[config.mk]
export PLATFORM = sky130hd
export DESIGN_NAME = modified_utf8_to_utf16_decoder
export DESIGN_NICKNAME = d
export VERILOG_FILES = /design/src/hw/rtl/mu8dec_pkg.sv /design/src/hw/rtl/mu8dec_decode.sv /design/src/hw/rtl/mu8dec_result_fifo.sv /design/src/hw/rtl/modified_utf8_to_utf16_decoder.sv
export SDC_FILE = /design/constraint.sdc
export NUM_CORES = 1
export LEC_CHECK = 0
export BUFFER_PORTS_ARGS = -buffer_cell sky130_fd_sc_hd__buf_2
export CORE_MARGIN = 2
export CORE_UTILIZATION = 50
export DETAILED_ROUTE_END_ITERATION = 7
export GPL_TIMING_DRIVEN = 0
export MAX_ROUTING_LAYER = met4
export PLACE_DENSITY_LB_ADDON = 0.12
export SETUP_SLACK_MARGIN = 0.5
export SLEW_MARGIN = 20
export SYNTH_ARGS = -nofsm -noshare
export SYNTH_HDL_FRONTEND = slang
export SYNTH_SLANG_ARGS = --single-unit
[constraint.sdc]
create_clock -name clk -period 4.4 [get_ports clk]
set_clock_uncertainty 0.15 [all_clocks]
set_input_delay 0.44 -clock clk [delete_from_list [all_inputs] [get_ports clk]]
set_output_delay 0.44 -clock clk [all_outputs]
set_load 0.1 [all_outputs]
[src/hw/rtl/mu8dec_pkg.sv]
`timescale 1ns / 1ps
// ----------------------------------------------------------------------------
// Modified UTF-8 decoder package
// Shared types and constants for the decoder and its result queue.
// ----------------------------------------------------------------------------
package mu8dec_pkg;

    localparam int BYTE_W   = 8;
    localparam int UNIT_W   = 16;
    localparam int FIFO_DEPTH = 3;
    localparam int PTR_W    = $clog2(FIFO_DEPTH);

    // Number of bytes held from an unfinished sequence.
    typedef enum logic [1:0] {
        HELD_NONE = 2'd0,
        HELD_LEAD = 2'd1,
        HELD_BOTH = 2'd2
    } held_t;

    typedef struct packed {
        logic [UNIT_W-1:0] code_unit;
        logic              run_last;
        logic              string_end;
    } result_t;

    // Results produced by one byte: count is 0, 1 or 2.
    typedef struct packed {
        logic [1:0] count;
        result_t    first;
        result_t    second;
    } dec_t;

endpackage

[src/hw/rtl/mu8dec_decode.sv]
`timescale 1ns / 1ps
// ----------------------------------------------------------------------------
// Modified UTF-8 decoder: sequence decode
// Holds partial sequence bytes and forms the results of each accepted word.
// ----------------------------------------------------------------------------
module mu8dec_decode
    import mu8dec_pkg::*;
(
    input  logic              clk,
    input  logic              rst_n,
    input  logic              accept,
    input  logic [BYTE_W-1:0] in_byte,
    input  logic              string_last,
    output dec_t              dec
);

    held_t             held_reg, held_next;
    logic [BYTE_W-1:0] lead_reg, lead_next;
    logic [BYTE_W-1:0] second_reg, second_next;

    logic [UNIT_W-1:0] unit_three;
    logic [UNIT_W-1:0] unit_two;
    logic [UNIT_W-1:0] raw_byte;
    logic [UNIT_W-1:0] raw_lead;

    assign unit_three = {lead_reg[3:0], second_reg[5:0], in_byte[5:0]};
    assign unit_two   = {5'd0, lead_reg[4:0], in_byte[5:0]};
    assign raw_byte   = {{(UNIT_W-BYTE_W){1'b0}}, in_byte};
    assign raw_lead   = {{(UNIT_W-BYTE_W){1'b0}}, lead_reg};

    always_comb
    begin
        held_next   = HELD_NONE;
        lead_next   = lead_reg;
        second_next = second_reg;
        dec         = '0;
        // A single result always closes this word's output.
        dec.first.run_last   = 1'b1;
        dec.first.string_end = string_last;
        dec.second.run_last   = 1'b1;
        dec.second.string_end = string_last;
        case (held_reg)
            HELD_BOTH:
            begin
                dec.count           = 2'd1;
                dec.first.code_unit = unit_three;
            end
            HELD_LEAD:
            begin
                if (!lead_reg[5])
                begin
                    dec.count           = 2'd1;
                    dec.first.code_unit = unit_two;
                end
                else if (string_last)
                begin
                    // Truncated three-byte sequence: both bytes go out raw.
                    dec.count            = 2'd2;
                    dec.first.code_unit  = raw_lead;
                    dec.first.run_last   = 1'b0;
                    dec.first.string_end = 1'b0;
                    dec.second.code_unit = raw_byte;
                end
                else
                begin
                    second_next = in_byte;
                    held_next   = HELD_BOTH;
                end
            end
            default:
            begin
                if (!in_byte[7] || string_last)
                begin
                    dec.count           = 2'd1;
                    dec.first.code_unit = raw_byte;
                end
                else
                begin
                    lead_next = in_byte;
                    held_next = HELD_LEAD;
                end
            end
        endcase
    end

    always_ff @(posedge clk or negedge rst_n)
    begin
        if (!rst_n)
        begin
            held_reg <= HELD_NONE;
        end
        else if (accept)
        begin
            held_reg <= held_next;
        end
    end

    always_ff @(posedge clk)
    begin
        if (accept)
        begin
            lead_reg   <= lead_next;
            second_reg <= second_next;
        end
    end

endmodule

[src/hw/rtl/mu8dec_result_fifo.sv]
`timescale 1ns / 1ps
// ----------------------------------------------------------------------------
// Modified UTF-8 decoder: result queue
// Three-entry ring of result registers taking up to two results per cycle.
// ----------------------------------------------------------------------------
module mu8dec_result_fifo
    import mu8dec_pkg::*;
(
    input  logic    clk,
    input  logic    rst_n,
    input  dec_t    push,
    input  logic    pop,
    output result_t head,
    output logic    head_valid,
    output logic    room_for_word
);

    result_t          slot_reg [FIFO_DEPTH];
    logic [PTR_W-1:0] wr_ptr_reg, wr_ptr_next;
    logic [PTR_W-1:0] rd_ptr_reg, rd_ptr_next;
    logic [1:0]       count_reg, count_next;
    logic [PTR_W-1:0] wr_ptr_plus;

    function automatic logic [PTR_W-1:0] ptr_inc(input logic [PTR_W-1:0] p);
        logic [PTR_W-1:0] r;
        if (p == PTR_W'(FIFO_DEPTH - 1))
            r = '0;
        else
            r = p + 1'b1;
        return r;
    endfunction

    assign wr_ptr_plus   = ptr_inc(wr_ptr_reg);
    assign head          = slot_reg[rd_ptr_reg];
    assign head_valid    = (count_reg != 2'd0);
    // A word may bring two results, so at most one may be waiting.
    assign room_for_word = !count_reg[1];

    always_comb
    begin
        case (push.count)
            2'd1:    wr_ptr_next = wr_ptr_plus;
            2'd2:    wr_ptr_next = ptr_inc(wr_ptr_plus);
            default: wr_ptr_next = wr_ptr_reg;
        endcase
        rd_ptr_next = pop ? ptr_inc(rd_ptr_reg) : rd_ptr_reg;
        count_next  = count_reg + push.count - {1'b0, pop};
    end

    always_ff @(posedge clk or negedge rst_n)
    begin
        if (!rst_n)
        begin
            wr_ptr_reg <= '0;
            rd_ptr_reg <= '0;
            count_reg  <= '0;
        end
        else
        begin
            wr_ptr_reg <= wr_ptr_next;
            rd_ptr_reg <= rd_ptr_next;
            count_reg  <= count_next;
        end
    end

    always_ff @(posedge clk)
    begin
        for (int i = 0; i < FIFO_DEPTH; i++)
        begin
            if (push.count != 2'd0 && wr_ptr_reg == PTR_W'(i))
            begin
                slot_reg[i] <= push.first;
            end
            else if (push.count == 2'd2 && wr_ptr_plus == PTR_W'(i))
            begin
                slot_reg[i] <= push.second;
            end
        end
    end

endmodule

[src/hw/rtl/modified_utf8_to_utf16_decoder.sv]
`timescale 1ns / 1ps
// ----------------------------------------------------------------------------
// Modified UTF-8 to UTF-16 decoder
// Streams encoded bytes in and decoded 16-bit code units out.
// ----------------------------------------------------------------------------
// Usage:
// The slave channel takes one encoded byte per word in s_axis_tdata, with
// s_axis_tlast marking the last byte of a string. The master channel gives
// one UTF-16 code unit per word in m_axis_tdata. m_axis_tuser is set on the
// last result caused by an input byte, and m_axis_tlast on the last result
// of a string. A byte of an unfinished sequence gives no result; when a
// string ends inside a sequence, the held bytes go out raw.
// A result caused by an accepted byte is registered in the result ring and
// shown on the master channel from there. The decode is a single pass of
// logic from the held-byte registers and the input word into a three-entry
// ring of result registers. One byte is taken every cycle while at most one
// result waits; a truncated sequence that gives two results can stall
// the input. When the receiver stalls, results stay in the ring and
// s_axis_tready drops as soon as two are waiting.
// Reset clears the held bytes and empties the ring; the block takes a byte
// in the first cycle after reset.
// ----------------------------------------------------------------------------
module modified_utf8_to_utf16_decoder
    import mu8dec_pkg::*;
(
    input  logic              clk,
    input  logic              rst_n,
    input  logic              s_axis_tvalid,
    output logic              s_axis_tready,
    input  logic [BYTE_W-1:0] s_axis_tdata,   // [7:0] in_byte
    input  logic              s_axis_tlast,   // string_last
    output logic              m_axis_tvalid,
    input  logic              m_axis_tready,
    output logic [UNIT_W-1:0] m_axis_tdata,   // [15:0] code_unit
    output logic              m_axis_tuser,   // [0] run_last
    output logic              m_axis_tlast    // string_end
);

    logic    accept;
    dec_t    dec;
    dec_t    push;
    result_t head;
    logic    head_valid;
    logic    room_for_word;

    assign accept = s_axis_tvalid && s_axis_tready;

    mu8dec_decode u_decode (
        .clk         (clk),
        .rst_n       (rst_n),
        .accept      (accept),
        .in_byte     (s_axis_tdata),
        .string_last (s_axis_tlast),
        .dec         (dec)
    );

    // Only an accepted word pushes results.
    always_comb
    begin
        push = dec;
        if (!accept)
        begin
            push.count = 2'd0;
        end
    end

    mu8dec_result_fifo u_result_fifo (
        .clk           (clk),
        .rst_n         (rst_n),
        .push          (push),
        .pop           (m_axis_tvalid && m_axis_tready),
        .head          (head),
        .head_valid    (head_valid),
        .room_for_word (room_for_word)
    );

    assign s_axis_tready = room_for_word;
    assign m_axis_tvalid = head_valid;
    assign m_axis_tdata  = head.code_unit;
    assign m_axis_tuser  = head.run_last;
    assign m_axis_tlast  = head.string_end;

endmodule

* Word-level counts from Yosys, hierarchy flattened
Memories as Yosys holds them, arrays and structs flattened.
Index checks and enable logic that the tools add are counted.
W data, S select, Z words.
** Word-level totals
- Register bits after elaboration :: 22
- Memory bits (writable) :: 54
- Input port bits :: 13
- Output and inout port bits :: 20
- Memories kept :: 1
** Memories
- u_result_fifo.slot_reg :: words 3, width 18, read ports 1, clocked after memory_dff 0, wr ports 3, RTL line mu8dec_result_fifo.sv:18 : result_t slot_reg [FIFO_DEPTH];
** Operators by class
- Add/subtract/negate cells :: 5
- Equal/unequal tests :: 9
- Mux-type cells :: 33
- Bitwise logic cells :: 6
- Reductions and logical operators :: 19
** Operator list (number)
- $mux W18 :: 6
- $mux W36 :: 1
- $pmux W18 S2 :: 1
- $mux W17 :: 1
- $mux W1 :: 16
- $mux W2 :: 6
- $eq A2 B2 Y1 const B :: 5
- $eq A2 B1 Y1 const B :: 4
- $logic_and A1 B1 Y1 :: 8
- $pmux W2 S2 :: 2
- $add A2 B1 Y2 const B :: 3
- $reduce_bool A2 Y1 :: 3
- $logic_not A2 Y1 :: 2
- $reduce_and A4 Y1 :: 1
- $not A1 Y1 :: 3
- $or A1 B1 Y1 :: 3
- $reduce_and A3 Y1 :: 1
- $add A2 B2 Y2 :: 1
- $logic_not A1 Y1 :: 2
- $reduce_or A2 Y1 :: 1
- $sub A2 B1 Y2 :: 1
- $logic_or A1 B1 Y1 :: 1

* Logic depth before layout (Yosys ltp)
- Depth after elaboration :: 11
- Depth in mapped cells :: 15
- Gate-level depth less buffers :: 12

* Cells and area by module
Synthesis repeated with hierarchy kept, for this count alone.
** Second synthesis, totals
- Cells, all modules :: 322
- Area total of the unflattened synthesis :: 4136.5 um^2
** Modules (own cells, without submodules)
- mu8dec_result_fifo :: instances 1, cells an instance 215, area each 3091.7 um^2, sequential area each 1771.7 um^2
- mu8dec_decode :: instances 1, cells an instance 103, area each 1019.7 um^2, sequential area each 470.5 um^2
- modified_utf8_to_utf16_decoder :: instances 1, cells an instance 4, area each 25.0 um^2, sequential area each 0.0 um^2

* Worst setup path after synthesis
No wires, ideal clock.
- Path kind :: flip-flop to flip-flop
- Start point :: reg u_decode.held_reg[1]
- End point :: mem u_result_fifo.slot_reg[1][0] in the netlist's numbering, enable pin
- Library setup time :: 0.421 ns
- Data arrival time :: 3.100 ns
- Data required time :: 3.829 ns
- Slack :: 0.728 ns
- Cell stages (with the launch flop) :: 12
- Cells stage by stage :: dfrtp_1 -> inv_1 -> ha_1 -> and3_1 -> buf_2 -> nor2b_1 -> nand2_1 -> inv_1 -> ha_1 -> clkbuf_1 -> nor2_1 -> a211oi_1
** RTL lines
- start: declaration :: RTL line mu8dec_decode.sv:17 : held_t held_reg, held_next;
- start signal: assignment :: RTL line mu8dec_decode.sv:94 : held_reg <= held_next;
- end: declaration :: RTL line mu8dec_result_fifo.sv:18

==> metrics.yaml <==
pwr:
  p_switching_w: 0.00157
  p_comb_share_pct: 51.9
  clock_power_share_pct: 16.5
  pwr-share-seq_pct: 31.7
  leakage_nw: 1.63
  vdd_ir_drop_max_uv: 272
  power_switching_share_pct: 50.1
  power.density_nw_per_um2: 746
  internal_power_w: 0.00156
die:
  fp.dieH_microns: 89.5
  die_area_sq_um: 8010
  ios: 33
  rows: 31
  start_util_pct: 50.9
  coreArea_sq_um: 7180
  die_width_microns: 89.5
synth:
  synth_enable_flop_cells: 59
  synthCells: 344
  synthAdderAreaFrac_pct: 2.05
  muxShareOfSynthArea_pct: 5.24
  synth-compound-area-share_pct: 14.2
  yosys.area_share.xor_xnor_pct: 0.719
  ys_seq_area_share_pct: 58.9
  yosysTopAreaCell: "edfxtp_1"
  syn_avg_cell_area_sq_um: 10.6
  ys_top_cells_by_count: "69 x nand2_1, 59 x edfxtp_1, 26 x o21ai_0, 22 x nor2_1, 19 x o22ai_1"
  synthArstFlopShare_pct: 10.5
  synth_area_sq_um: 3650
  synthTopCellsByArea: "edfxtp_1 48%, nand2_1 7.1%, dfrtp_1 5.5%, dfxtp_1 4.9%, mux2i_1 4.9%"
  synth-seq-cells: 76
  synth_cell_types: 45
  yosys_warnings: 0
  synth_top_area_share_pct: 48.5
  synthesis.nets: 363
  yosys.area_share.simple_pct: 14.1
  synth_flop_cell: "edfxtp_1"
  yosysMostFrequentCell: "nand2_1"
  synth_top_family_by_area: "compound AO/OA/AOI/OAI gates"
layout:
  seq_area_sq_um: 2150
  multi_input_comb_area_sq_um: 1360
  nNetsFinal: 408
  fill_cells: 624
  fin_cells: 493
  antenna_cells: 0
  largest_reg_flops: 54
  layout-drive-gt1-share_pct: 18.3
  syn_to_final_growth_pct: 14.6
global_routing:
  grt_pass1_wl_mm: 12.5
  grt_pass1_vias: 2422
  antenna_found_initial: 0
  gr-total-overflow: 0
  grt_max_degree: 13
  grt_usage_pct: 22.5
critical_path:
  slowest_stage: "a22oi_1"
  cp_common_cell: "ha_1"
  path_class: "flip-flop to flip-flop"
  critPathMaxFanout: 11
  endpoint_kind: "flip-flop"
  reg2reg_slack_ns: 0.80
  critPathLaunchType: "flip-flop"
  critPathArrivalTime_ns: 3.54
  cpPeakStageDelay_ns: 0.47
  worst-path-buf-inv: 5
  path_cells: "inv_1, ha_1, buf_2, nor2_1, a22oi_1, nand2_1, ha_1, clkbuf_1, nand3b_1, and2_4, buf_6, clkinv_4, a22oi_2, o22ai_2"
  cpLargestDelayFamily: "simple AND/OR/NAND/NOR gates"
  cp_data_required_time_ns: 4.34
drt:
  routedWlPerCell_microns: 16.3
  drc_errors: 0
  drtIter0Drc: 166
  viasPerCell: 5.30
  vias: 2614
  drt-total-wl_mm: 8.02
  firstDrtPassIters: 4
  drtAntennaViolNets: 0
clock_tree:
  cts_tree: "done"
  clk_pin_slew_worst_paths_ns: 0.08
  root_buffer: "clkbuf_8"
  clkLatencyLatePin_ns: 0.35
  cts_sinks: 76
  clock_path_buffers: 2
  cts_made_buffers: 9
  ctsHtreeMaxLevel: 3
sta:
  fin_crit_ns: 3.60
  tightest_slew_ns: 0.835
  fin_crit_sh_pct: 81.8
  setup_viol: 0
  hold_violations: 0
  fin_hold_ws_ns: 0.181
  rsz0062_at_grt: "no"
  max_freq_mhz: 278
  maxSlewHeadroom_pct: 43.9
  drv_slew: 0
placed_design:
  io_buffers: 31
  dp_cells: 476
  gp_congestion: 0.889
  hpwl_mm: 5.84
hold_path:
  hold_path_class: "input pin to flip-flop"
run_status:
  outcome: "finished, final reports clean"
run:
  cap_violations: 0
metrics by stage:
stage / TNS (ns) / instance area, sq um / total power [W] / worst slack, ns / utilization, %
after floorplan: 0 / 3650 / 0.00231 / 0.728 / -
after global placement: -17.75 / 3930 / 0.00257 / -0.563 / 54.8
after detailed placement: 0 / 3990 / 0.00263 / 0.661 / 55.6
after global routing: 0 / 4190 / 0.00328 / 0.665 / 58.3
final: 0 / 4190 / 0.00312 / 0.802 / 58.3
after CTS: 0 / 4180 / 0.00314 / 0.634 / 58.3
repair_timing:
| action | in CTS | in global routing |
|---|---|---|
| hold endpoints to repair | 8 | 0 |
| gates resized for setup | 0 | 2 |
| setup buffers | 0 | 0 |
| hold buffers | 1 | 0 |
| setup endpoints to repair | 0 | 9 |
cells in the final DEF (no fill, tap or decap), types with 4 or more instances in the layout:
cell,n
o21ai_0,26
a21oi_1,8
o21ai_1,11
mux2i_1,18
o22ai_1,19
nor2_1,22
dfrtp_1,8
nand2_1,69
nand2b_1,4
dfxtp_1,9
a22oi_1,9
inv_1,15
ha_1,6
clkbuf_1,12
nor2b_1,5
nand3_1,4
buf_2,38
edfxtp_1,59
clkbuf_8,9
worst paths after layout:
| check | endpoint | startpoint | depth (start not counted) |
|---|---|---|---|
| setup / recovery | u_result_fifo.slot_reg[2][7] | u_decode.held_reg[0] | 14 |
| hold / removal | u_decode.lead_reg[3] | s_axis_tdata[3] | 1 |
| setup reg to reg | u_result_fifo.slot_reg[2][7] | u_decode.held_reg[0] | 14 |
| hold reg to reg | u_result_fifo.slot_reg[2][16] | u_result_fifo.slot_reg[2][16] | 2 |
| max in group asynchronous | u_result_fifo.rd_ptr_reg[1] | rst_n | 2 |
| min in group asynchronous | u_result_fifo.count_reg[0] | rst_n | 2 |
cells by family (layout without fill, tap and decap cells):
| family | Yosys count | count (layout) |
|---|---|---|
| and+or+nand+nor | 118 | 118 |
| adders and majority gates | 6 | 6 |
| muxes | 19 | 19 |
| AOI/OAI and AO/OA | 85 | 85 |
| DFF | 76 | 76 |
| buffers and inverters | 37 | 87 |
| xor gates and xnor gates | 3 | 3 |
layer usage:
layer / share of wire, % / global-route usage [%] / up-vias
met2: 47 / 35.6 / 73
met3: 6.6 / 4.89 / 6
met5: 0 / - / -
li1: - / - / 1316
met4: 1.2 / 7.46 / 0
met1: 45 / 29.0 / 1219
power by group through the flow:
| stage | Clock [W] | Sequential, W | Combinational, W |
|---|---|---|---|
| global placement | 0 | 0.00101 | 0.00156 |
| global route | 0.000552 | 0.00100 | 0.00173 |
| CTS | 0.000520 | 0.000990 | 0.00163 |
| finish | 0.000514 | 0.000989 | 0.00162 |
| floorplan | 0 | 0.000998 | 0.00131 |
| detailed placement | 0 | 0.00101 | 0.00163 |
cell type report:
class / count / share of cell area, %
Timing Repair Buffer: 34 / 4.57
Clock buffer: 11 / 3.14
Tap cell: 99 / 2.96
Multi-Input combinational cell: 231 / 32.5
Inverter: 16 / 1.55
Buffer: 21 / 2.57
Clock inverter: 5 / 1.26
Sequential cell: 76 / 51.4
worst register-to-register path, delay by kind of cell (launching register included):
family / cells / cell delay [ns]
fa+ha+maj: 2 / 0.50
buf+inv: 5 / 0.67
flops: 1 / 0.38
simple gates: 4 / 0.88
compound gates: 3 / 0.75
No activity file was read; power rests on OpenSTA's default activity.
